File: src/hdl/kwhm_pkg.sv
// Package for the k-way heap merge block: field widths, input kind codes
// and the default run capacity. No dependencies.
`timescale 1ns / 1ps
package kwhm_pkg;

  localparam int unsigned MaxRunsDef = 16;
  localparam int unsigned KeyW       = 64;
  localparam int unsigned RunW       = 4;
  localparam int unsigned CountW     = 5;

  typedef enum logic [1:0] {
    KIND_FIRST = 2'd0,
    KIND_NEXT  = 2'd1,
    KIND_EMPTY = 2'd2,
    KIND_RSVD  = 2'd3
  } kind_e;

endpackage

File: src/hdl/kway_heap_merge.sv
// K-way merge top level: run head key memory, heap slot memory and the
// load / build / sift sequencer. Depends on kwhm_pkg.
`timescale 1ns / 1ps
// Merges up to MAX_RUNS sorted runs of unsigned 64-bit keys. Load one item per
// run (kind 0 first key, kind 2 empty); after the last one the heap is filled
// from the present runs in run order, built bottom-up and the smallest head is
// emitted with its run number. Then give the next key of the emitted run
// (kind 1) or report it exhausted (kind 2); each such item costs a root sift
// down the heap levels, unless it empties the heap. The rate is set by the
// single sift sequencer: each level reads the one or two child slots, then
// their keys from the head key memory (both synchronous reads), then compares.
// A done result ends the pass and the block returns to loading. A result
// waits in the output register; no item is taken while a sift runs.
module kway_heap_merge
  import kwhm_pkg::*;
#(
  parameter int unsigned MAX_RUNS = MaxRunsDef
) (
  input  logic              clk_i,
  input  logic              rst_ni,
  input  logic              cfg_we_i,
  input  logic [CountW-1:0] cfg_wdata_i,
  input  logic              in_valid_i,
  output logic              in_ready_o,
  input  logic [1:0]        kind_i,
  input  logic [RunW-1:0]   run_i,
  input  logic [KeyW-1:0]   key_i,
  output logic              out_valid_o,
  input  logic              out_ready_i,
  output logic [KeyW-1:0]   out_key_o,
  output logic [RunW-1:0]   out_run_o,
  output logic              done_res_o
);

  localparam int unsigned RW = (MAX_RUNS > 1) ? $clog2(MAX_RUNS) : 1;
  localparam int unsigned HW = $clog2(MAX_RUNS + 1);
  localparam int unsigned XW = (RW > CountW) ? RW : CountW;
  localparam int unsigned CW = ((RW + 2) > HW) ? (RW + 2) : HW;

  typedef enum logic [3:0] {
    ST_IDLE, ST_FILL, ST_SLOAD, ST_SKEY, ST_SKLAT, ST_SRD, ST_SKREAD,
    ST_SCMP, ST_ERD, ST_EKEY, ST_RES, ST_DONE
  } state_e;

  // memories
  logic [KeyW-1:0] key_mem  [MAX_RUNS];
  logic [RW-1:0]   slot_mem [MAX_RUNS];

  logic            k_we, k_re0, k_re1, s_we, s_re0, s_re1;
  logic [RW-1:0]   k_wa, k_ra0, k_ra1, s_wa, s_ra0, s_ra1, s_wd;
  logic [KeyW-1:0] k_wd, kd0_q, kd1_q;
  logic [RW-1:0]   sd0_q, sd1_q;

  always_ff @(posedge clk_i) begin
    if (k_we) key_mem[k_wa] <= k_wd;
    if (k_re0) kd0_q <= key_mem[k_ra0];
    if (k_re1) kd1_q <= key_mem[k_ra1];
    if (s_we) slot_mem[s_wa] <= s_wd;
    if (s_re0) sd0_q <= slot_mem[s_ra0];
    if (s_re1) sd1_q <= slot_mem[s_ra1];
  end

  state_e              state_q, state_d;
  logic [CountW-1:0]   run_count_q;
  logic [MAX_RUNS-1:0] present_q, present_d;
  logic [HW-1:0]       size_q, size_d;
  logic [CountW-1:0]   loaded_q, loaded_d, eff_q, eff_d, bi_q, bi_d;
  logic                merging_q, merging_d, bld_q, bld_d, has_r_q, has_r_d;
  logic [RW-1:0]       sx_q, sx_d, bj_q, bj_d, srun_q, srun_d, top_q, top_d;
  logic [RW-1:0]       cl_q, cl_d, cr0_q, cr0_d, cr1_q, cr1_d;
  logic [KeyW-1:0]     skey_q, skey_d;
  logic                out_valid_q, out_valid_d, done_q, done_d;
  logic [KeyW-1:0]     out_key_q, out_key_d;
  logic [RunW-1:0]     out_run_q, out_run_d;

  logic [CountW-1:0] eff_w;
  logic [RW-1:0]     run_idx, bi_idx;
  logic [CW-1:0]     lpos, rpos;
  logic              bi_present, out_free, take_r;
  logic [KeyW-1:0]   ckey;
  logic [RW-1:0]     crun, cpos;
  logic [HW-1:0]     size_dec;

  always_comb begin
    eff_w = run_count_q;
    if (run_count_q == '0) eff_w = CountW'(1);
    if (int'(run_count_q) > int'(MAX_RUNS)) eff_w = CountW'(MAX_RUNS);
  end

  assign run_idx    = RW'(XW'(run_i));
  assign bi_idx     = RW'(XW'(bi_q));
  assign bi_present = (int'(bi_q) < int'(MAX_RUNS)) && present_q[bi_idx];
  assign lpos       = (CW'(sx_q) << 1) + CW'(1);
  assign rpos       = lpos + CW'(1);
  assign out_free   = !out_valid_q || out_ready_i;
  assign take_r     = has_r_q && (kd0_q > kd1_q);
  assign ckey       = take_r ? kd1_q : kd0_q;
  assign crun       = take_r ? cr1_q : cr0_q;
  assign cpos       = take_r ? RW'(cl_q + RW'(1)) : cl_q;
  assign size_dec   = size_q - HW'(1);
  assign in_ready_o = (state_q == ST_IDLE);

  always_comb begin
    state_d = state_q;   present_d = present_q; size_d = size_q;
    loaded_d = loaded_q; eff_d = eff_q;         bi_d = bi_q;
    merging_d = merging_q; bld_d = bld_q;       has_r_d = has_r_q;
    sx_d = sx_q; bj_d = bj_q; srun_d = srun_q;  top_d = top_q;
    cl_d = cl_q; cr0_d = cr0_q; cr1_d = cr1_q;  skey_d = skey_q;
    out_valid_d = out_valid_q && !out_ready_i;
    done_d = done_q; out_key_d = out_key_q;     out_run_d = out_run_q;
    k_we = 1'b0; k_wa = run_idx; k_wd = key_i;
    k_re0 = 1'b0; k_re1 = 1'b0; k_ra0 = sd0_q; k_ra1 = sd1_q;
    s_we = 1'b0; s_wa = sx_q; s_wd = srun_q;
    s_re0 = 1'b0; s_re1 = 1'b0; s_ra0 = sx_q; s_ra1 = RW'(rpos);

    case (state_q)
      ST_IDLE: begin
        if (in_valid_i) begin
          if (!merging_q) begin
            if ((kind_i == KIND_FIRST || kind_i == KIND_EMPTY)
                && (XW'(run_i) < XW'(eff_w))) begin
              if (kind_i == KIND_FIRST) begin
                k_we = 1'b1;
                present_d[run_idx] = 1'b1;
              end else begin
                present_d[run_idx] = 1'b0;
              end
              loaded_d = loaded_q + CountW'(1);
              if (loaded_d >= eff_w) begin
                eff_d   = eff_w;
                bi_d    = '0;
                size_d  = '0;
                state_d = ST_FILL;
              end
            end
          end else if (kind_i == KIND_NEXT) begin
            k_we    = 1'b1;
            k_wa    = top_q;
            skey_d  = key_i;
            srun_d  = top_q;
            sx_d    = '0;
            bld_d   = 1'b0;
            state_d = ST_SRD;
          end else if (kind_i == KIND_EMPTY) begin
            size_d = size_dec;
            bld_d  = 1'b0;
            sx_d   = '0;
            if (size_dec == '0) begin
              state_d = ST_DONE;
            end else begin
              s_re0   = 1'b1;
              s_ra0   = RW'(size_dec);
              state_d = ST_SKEY;
            end
          end
        end
      end
      ST_FILL: begin
        if (bi_present) begin
          s_we   = 1'b1;
          s_wa   = RW'(size_q);
          s_wd   = bi_idx;
          size_d = size_q + HW'(1);
        end
        bi_d = bi_q + CountW'(1);
        if (bi_d == eff_q) begin
          merging_d = 1'b1;
          if (size_d == '0) begin
            state_d = ST_DONE;
          end else if (size_d < HW'(2)) begin
            state_d = ST_ERD;
          end else begin
            bj_d    = RW'((size_d >> 1) - HW'(1));
            sx_d    = bj_d;
            bld_d   = 1'b1;
            state_d = ST_SLOAD;
          end
        end
      end
      ST_SLOAD: begin
        s_re0   = 1'b1;
        state_d = ST_SKEY;
      end
      ST_SKEY: begin
        srun_d  = sd0_q;
        k_re0   = 1'b1;
        state_d = ST_SKLAT;
      end
      ST_SKLAT: begin
        skey_d  = kd0_q;
        state_d = ST_SRD;
      end
      ST_SRD: begin
        if (lpos >= CW'(size_q)) begin
          // leaf reached: settle the sifted run here
          s_we = 1'b1;
          if (bld_q && bj_q != '0) begin
            bj_d    = bj_q - RW'(1);
            sx_d    = bj_d;
            state_d = ST_SLOAD;
          end else begin
            state_d = ST_ERD;
          end
        end else begin
          s_re0   = 1'b1;
          s_ra0   = RW'(lpos);
          has_r_d = rpos < CW'(size_q);
          s_re1   = has_r_d;
          cl_d    = RW'(lpos);
          state_d = ST_SKREAD;
        end
      end
      ST_SKREAD: begin
        cr0_d   = sd0_q;
        cr1_d   = sd1_q;
        k_re0   = 1'b1;
        k_re1   = has_r_q;
        state_d = ST_SCMP;
      end
      ST_SCMP: begin
        s_we = 1'b1;
        if (skey_q < ckey) begin
          if (bld_q && bj_q != '0) begin
            bj_d    = bj_q - RW'(1);
            sx_d    = bj_d;
            state_d = ST_SLOAD;
          end else begin
            state_d = ST_ERD;
          end
        end else begin
          // promote the smaller child, move down
          s_wd    = crun;
          sx_d    = cpos;
          state_d = ST_SRD;
        end
      end
      ST_ERD: begin
        s_re0   = 1'b1;
        s_ra0   = '0;
        state_d = ST_EKEY;
      end
      ST_EKEY: begin
        top_d   = sd0_q;
        k_re0   = 1'b1;
        state_d = ST_RES;
      end
      ST_RES: begin
        if (out_free) begin
          out_valid_d = 1'b1;
          done_d      = 1'b0;
          out_key_d   = kd0_q;
          out_run_d   = RunW'(XW'(top_q));
          state_d     = ST_IDLE;
        end
      end
      ST_DONE: begin
        if (out_free) begin
          out_valid_d = 1'b1;
          done_d      = 1'b1;
          out_key_d   = '0;
          out_run_d   = '0;
          present_d   = '0;
          size_d      = '0;
          loaded_d    = '0;
          merging_d   = 1'b0;
          state_d     = ST_IDLE;
        end
      end
      default: state_d = ST_IDLE;
    endcase
  end

  always_ff @(posedge clk_i or negedge rst_ni) begin
    if (!rst_ni) begin
      state_q     <= ST_IDLE;
      run_count_q <= CountW'(16);
      present_q   <= '0;
      size_q      <= '0;
      loaded_q    <= '0;
      eff_q       <= CountW'(1);
      bi_q        <= '0;
      merging_q   <= 1'b0;
      bld_q       <= 1'b0;
      out_valid_q <= 1'b0;
      done_q      <= 1'b0;
    end else begin
      state_q     <= state_d;
      if (cfg_we_i) run_count_q <= cfg_wdata_i;
      present_q   <= present_d;
      size_q      <= size_d;
      loaded_q    <= loaded_d;
      eff_q       <= eff_d;
      bi_q        <= bi_d;
      merging_q   <= merging_d;
      bld_q       <= bld_d;
      out_valid_q <= out_valid_d;
      done_q      <= done_d;
    end
  end

  always_ff @(posedge clk_i) begin
    has_r_q   <= has_r_d;
    sx_q      <= sx_d;
    bj_q      <= bj_d;
    srun_q    <= srun_d;
    top_q     <= top_d;
    cl_q      <= cl_d;
    cr0_q     <= cr0_d;
    cr1_q     <= cr1_d;
    skey_q    <= skey_d;
    out_key_q <= out_key_d;
    out_run_q <= out_run_d;
  end

  assign out_valid_o = out_valid_q;
  assign out_key_o   = out_key_q;
  assign out_run_o   = out_run_q;
  assign done_res_o  = done_q;

`ifndef NO_ASSERTIONS
  a_size_bound: assert property (@(posedge clk_i) disable iff (!rst_ni)
    int'(size_q) <= int'(MAX_RUNS))
    else $error("heap size beyond capacity");

  a_merge_nonempty: assert property (@(posedge clk_i) disable iff (!rst_ni)
    (state_q == ST_IDLE && merging_q) |-> (size_q != '0))
    else $error("merge phase with empty heap");

  a_done_zero: assert property (@(posedge clk_i) disable iff (!rst_ni)
    (out_valid_q && done_q) |-> (out_key_q == '0 && out_run_q == '0))
    else $error("done result carries key or run");

  a_done_clears: assert property (@(posedge clk_i) disable iff (!rst_ni)
    (state_q == ST_DONE && out_free) |=> (!merging_q && loaded_q == '0))
    else $error("pass state not cleared after done");
`endif

endmodule
File: config.mk
export PLATFORM = sky130hd
export DESIGN_NAME = kway_heap_merge
export DESIGN_NICKNAME = d
export VERILOG_FILES = /design/src/hdl/kwhm_pkg.sv /design/src/hdl/kway_heap_merge.sv
export SDC_FILE = /design/constraint.sdc
export NUM_CORES = 2
export LEC_CHECK = 0
export BUFFER_PORTS_ARGS = -buffer_cell sky130_fd_sc_hd__buf_2
export CORE_ASPECT_RATIO = 1.2
export CORE_MARGIN = 8
export CORE_UTILIZATION = 59
export CTS_CLUSTER_SIZE = 40
export DETAILED_ROUTE_END_ITERATION = 8
export PLACE_DENSITY = 0.74
export SLEW_MARGIN = 20
export SYNTH_ARGS = -nofsm -noshare
export SYNTH_HDL_FRONTEND = slang
export SYNTH_SLANG_ARGS = --single-unit
File: constraint.sdc
create_clock -name clk_i -period 11.1 [get_ports clk_i]
set_input_delay 0.555 -clock clk_i [delete_from_list [all_inputs] [get_ports clk_i]]
set_output_delay 0.555 -clock clk_i [all_outputs]
set_load 0.05 [all_outputs]
==> results by group <==
Routing
  – DRC violations left: 0
  – Number of vias per cell: 7.01
  – Average wire per standard cell: 32.9 microns
  – Routed Antenna Nets: 0
  – Pre-Repair DR Iteration Count: 5
  – Vias: 36700
  – Final WL: 172000 microns
  – Initial drt markers: 4742

Clock tree
  – Clk slew on worst S/H paths: 0.07 ns
  – CTS Buf Count: 141
  – Setup Buffers After CTS: 0
  – CTS Hold Bufs: 5
  – CTS Sinks: 1433
  – Post_cts resized: 0
  – Clock Tree Root: clkbuf_16
  – H-tree depth: 4
  – Worst-Skew Late Latency: 0.76 ns
  – CTS tree: built
  – CTS Buffer Depth: 3

Job
  – MaxCap Viol Count: 0

Die
  – Row count: 135
  – Die area: 0.124 sq mm
  – Initial Util: 59.3%
  – Chip Width: 323 microns
  – IO Pins: 151
  – Chip height: 385 microns
  – Total core area: 0.113 sq mm

Synth
  – Post-Syn Nets: 3691
  – Yosys top cell area share: 62.2%
  – Count of state elements after synthesis: 1433
  – Ys flop type: edfxtp_1
  – Most frequent cells after synthesis: 1384 x edfxtp_1, 657 x mux4_2, 155 x ha_1, 135 x clkbuf_1, 105 x mux2i_1
  – Yosys warnings: 0
  – Syn_area_per_cell: 19.3 sq um
  – Top-count cell post-synth: edfxtp_1
  – Area contributors post-synth: edfxtp_1 62%, mux4_2 22%, ha_1 2.9%, dfrtp_1 1.8%, mux2i_1 1.6%
  – Cells after synthesis: 3456
  – EDFF count, synth: 1384
  – Synth unique cells: 65
  – Post-synthesis sequential area ratio: 64.0%
  – Async SR Flop Fraction: 3.42%
  – Mapped Area: 0.0668 sq mm
  – Top cell type by total area after synthesis: edfxtp_1

Cells and area
  – Area Overhead vs Synth: 10.7%
  – Final Non-Filler Cells: 5239
  – Final #Nets: 3853
  – Area occupied by registers: 0.0428 sq mm
  – # fillers: 7295
  – Fin area: 0.0740 sq mm
  – Area of the multi-input gates: 0.0231 sq mm
  – Layout cells sized above 1: 32.1%

Setup path
  – Worst Setup Start Kind: flip-flop
  – Crit-path max FO: 30
  – Crit end category: flip-flop
  – Worst Path Required: 11.50 ns
  – R2R Setup Slk: 2.48 ns
  – Crit path DAT: 9.02 ns
  – CP Class: flip-flop to flip-flop

STA
  – Fin. Hold Viols: 0
  – Setup-failing EPs final: 0
  – Peak Freq: 116 MHz
  – Post-route clock period utilization: 77.7%
  – Hold slack: 0.0603 ns
  – Slew HR: 21.9%
  – Setup TNS: 0 ns
  – Actual slew at the worst max-slew pin: 1.17 ns
  – Max Clock Skew: 0.0222 ns
  – RSZ-0062 raised after global routing: false
  – Max-slew violation count: 0
  – Post-layout min period: 8.62 ns

Power and ir drop
  – Power per cell area: 214 mW/mm^2
  – Static leakage: 24.2 nW
  – IR Drop Worst-Case VDD: 0.203 mV

Global routing
  – Largest net degree at the start of global routing: 139
  – Initial antenna violation count: 17
  – Grt total ovfl: 0
  – GR Util All Layers: 28.1%
  – Global-route wire length before repair: 255000 microns
  – Vias in the first global route: 38400

Placed design
  – I/O Buffers: 150
  – GP Congestion: 0.914
  – DP HPWL: 101000 microns
  – DP Cell Count: 4974
  – Placed inst area: 0.0695 sq mm

Outcome
  – Status: completed

Min path
  – Hold/Removal Path Class: input pin to flip-flop
routing by layer:
layer  track usage (%)  share of wire (%)  vias up  wire length (microns)
met5                 0              0.041        -                     71
li1                  -                  -    15000                      -
met4              10.6                3.9       10                   6660
met3              5.49                9.5      405                  16300
met2              46.3                 50     2018                  86400
met1              37.5                 36    19300                  62900
cells by family (layout without fill, tap and decap cells):
logic type	Yosys count	count (layout)	synth area share, %
flip-flops	1433	1433	64.0
multiplexers	844	844	25.1
AND/OR/NAND/NOR	410	410	3.12
buffers and inverters	297	565	1.72
AO/OA/AOI/OAI	292	292	2.81
adder cells (fa/ha/maj)	155	155	2.90
XOR/XNOR	25	25	0.328
other	0	8	0
stage by stage:
stage	total power, mW	util [%]	setup WS (ns)
3_5_place_dp	11.3	61.7	2.66
5_1_grt	16.4	65.6	2.13
4_1_cts	15.8	65.6	2.58
2_1_floorplan	9.99	-	4.71
6_report	15.8	65.7	2.48
3_3_place_gp	11.1	61.6	2.49
where the power goes:
part / total (mW) / switching (mW) / internal, mW
sequential: 6.68 / 0.289 / 6.39
clock: 4.61 / 2.02 / 2.59
combinational: 4.50 / 2.40 / 2.10
total: 15.8 / 4.72 / 11.1
final timing paths:
kind | cells after the start | end | from
max reg2reg | 17 | slot_mem[8][2] | kd0_q[46]
min | 2 | run_count_q[4] | cfg_we_i
min in group asynchronous | 2 | eff_q[1] | rst_ni
max in group asynchronous | 2 | run_count_q[2] | rst_ni
max | 17 | slot_mem[8][2] | kd0_q[46]
min reg2reg | 2 | loaded_q[1] | loaded_q[1]
placed cells by master (no fill, tap or decap), types with 14 or more instances in the layout:
cell          n
buf_4        62
a211oi_1     16
inv_1        89
nand2_1      92
xnor2_1      14
a21oi_1      73
nand3_1      36
clkbuf_1     28
nand4_1      39
o21ai_0      83
edfxtp_1   1384
ha_1        155
buf_2       149
dfrtp_1      47
clkbuf_16   147
nor3_1       24
clkinv_1     23
nor2_1       65
clkinv_2     19
mux4_2      657
mux2i_1     105
nor2b_1      81
mux2_2       82
nor2_4       19
a21o_1       18
area by class of cell:
| type | instances | share of cell area [%] |
|---|---|---|
| Tap cell | 1507 | 2.55 |
| Timing Repair Buffer | 226 | 1.97 |
| Sequential cell | 1433 | 57.8 |
| Multi-Input combinational cell | 1726 | 31.2 |
| Antenna cell | 8 | 0.0271 |
| Clock inverter | 74 | 0.817 |
| Inverter | 90 | 0.457 |
| Clock buffer | 175 | 5.12 |
critical path, stage by stage (launching register included):
cell and delay, ns:
edfxtp_1 0.43, ha_1 0.36, nand4_1 0.25, nor4_2 0.71, nand3b_1 0.15, o22ai_1 0.44
nor4_1 0.23, nor2b_4 0.85, buf_4 0.65, mux2i_1 0.17, ha_1 0.33, nand4_1 0.24
nor4_1 0.82, nand3_1 0.47, nor3_1 0.47, a21o_1 0.22, o21bai_1 0.39, o211ai_1 1.04
registers in the layout, indices dropped and copies added (netlist names), 5 cells and up:
name and count:
key_mem 1024, kd0_q 64, kd1_q 64, out_key_o 64, skey_q 64, slot_mem 64
present_q 16, bi_q 5, eff_q 5, loaded_q 5, run_count_q 5, size_q 5
Power figures use the tool's default switching activity.
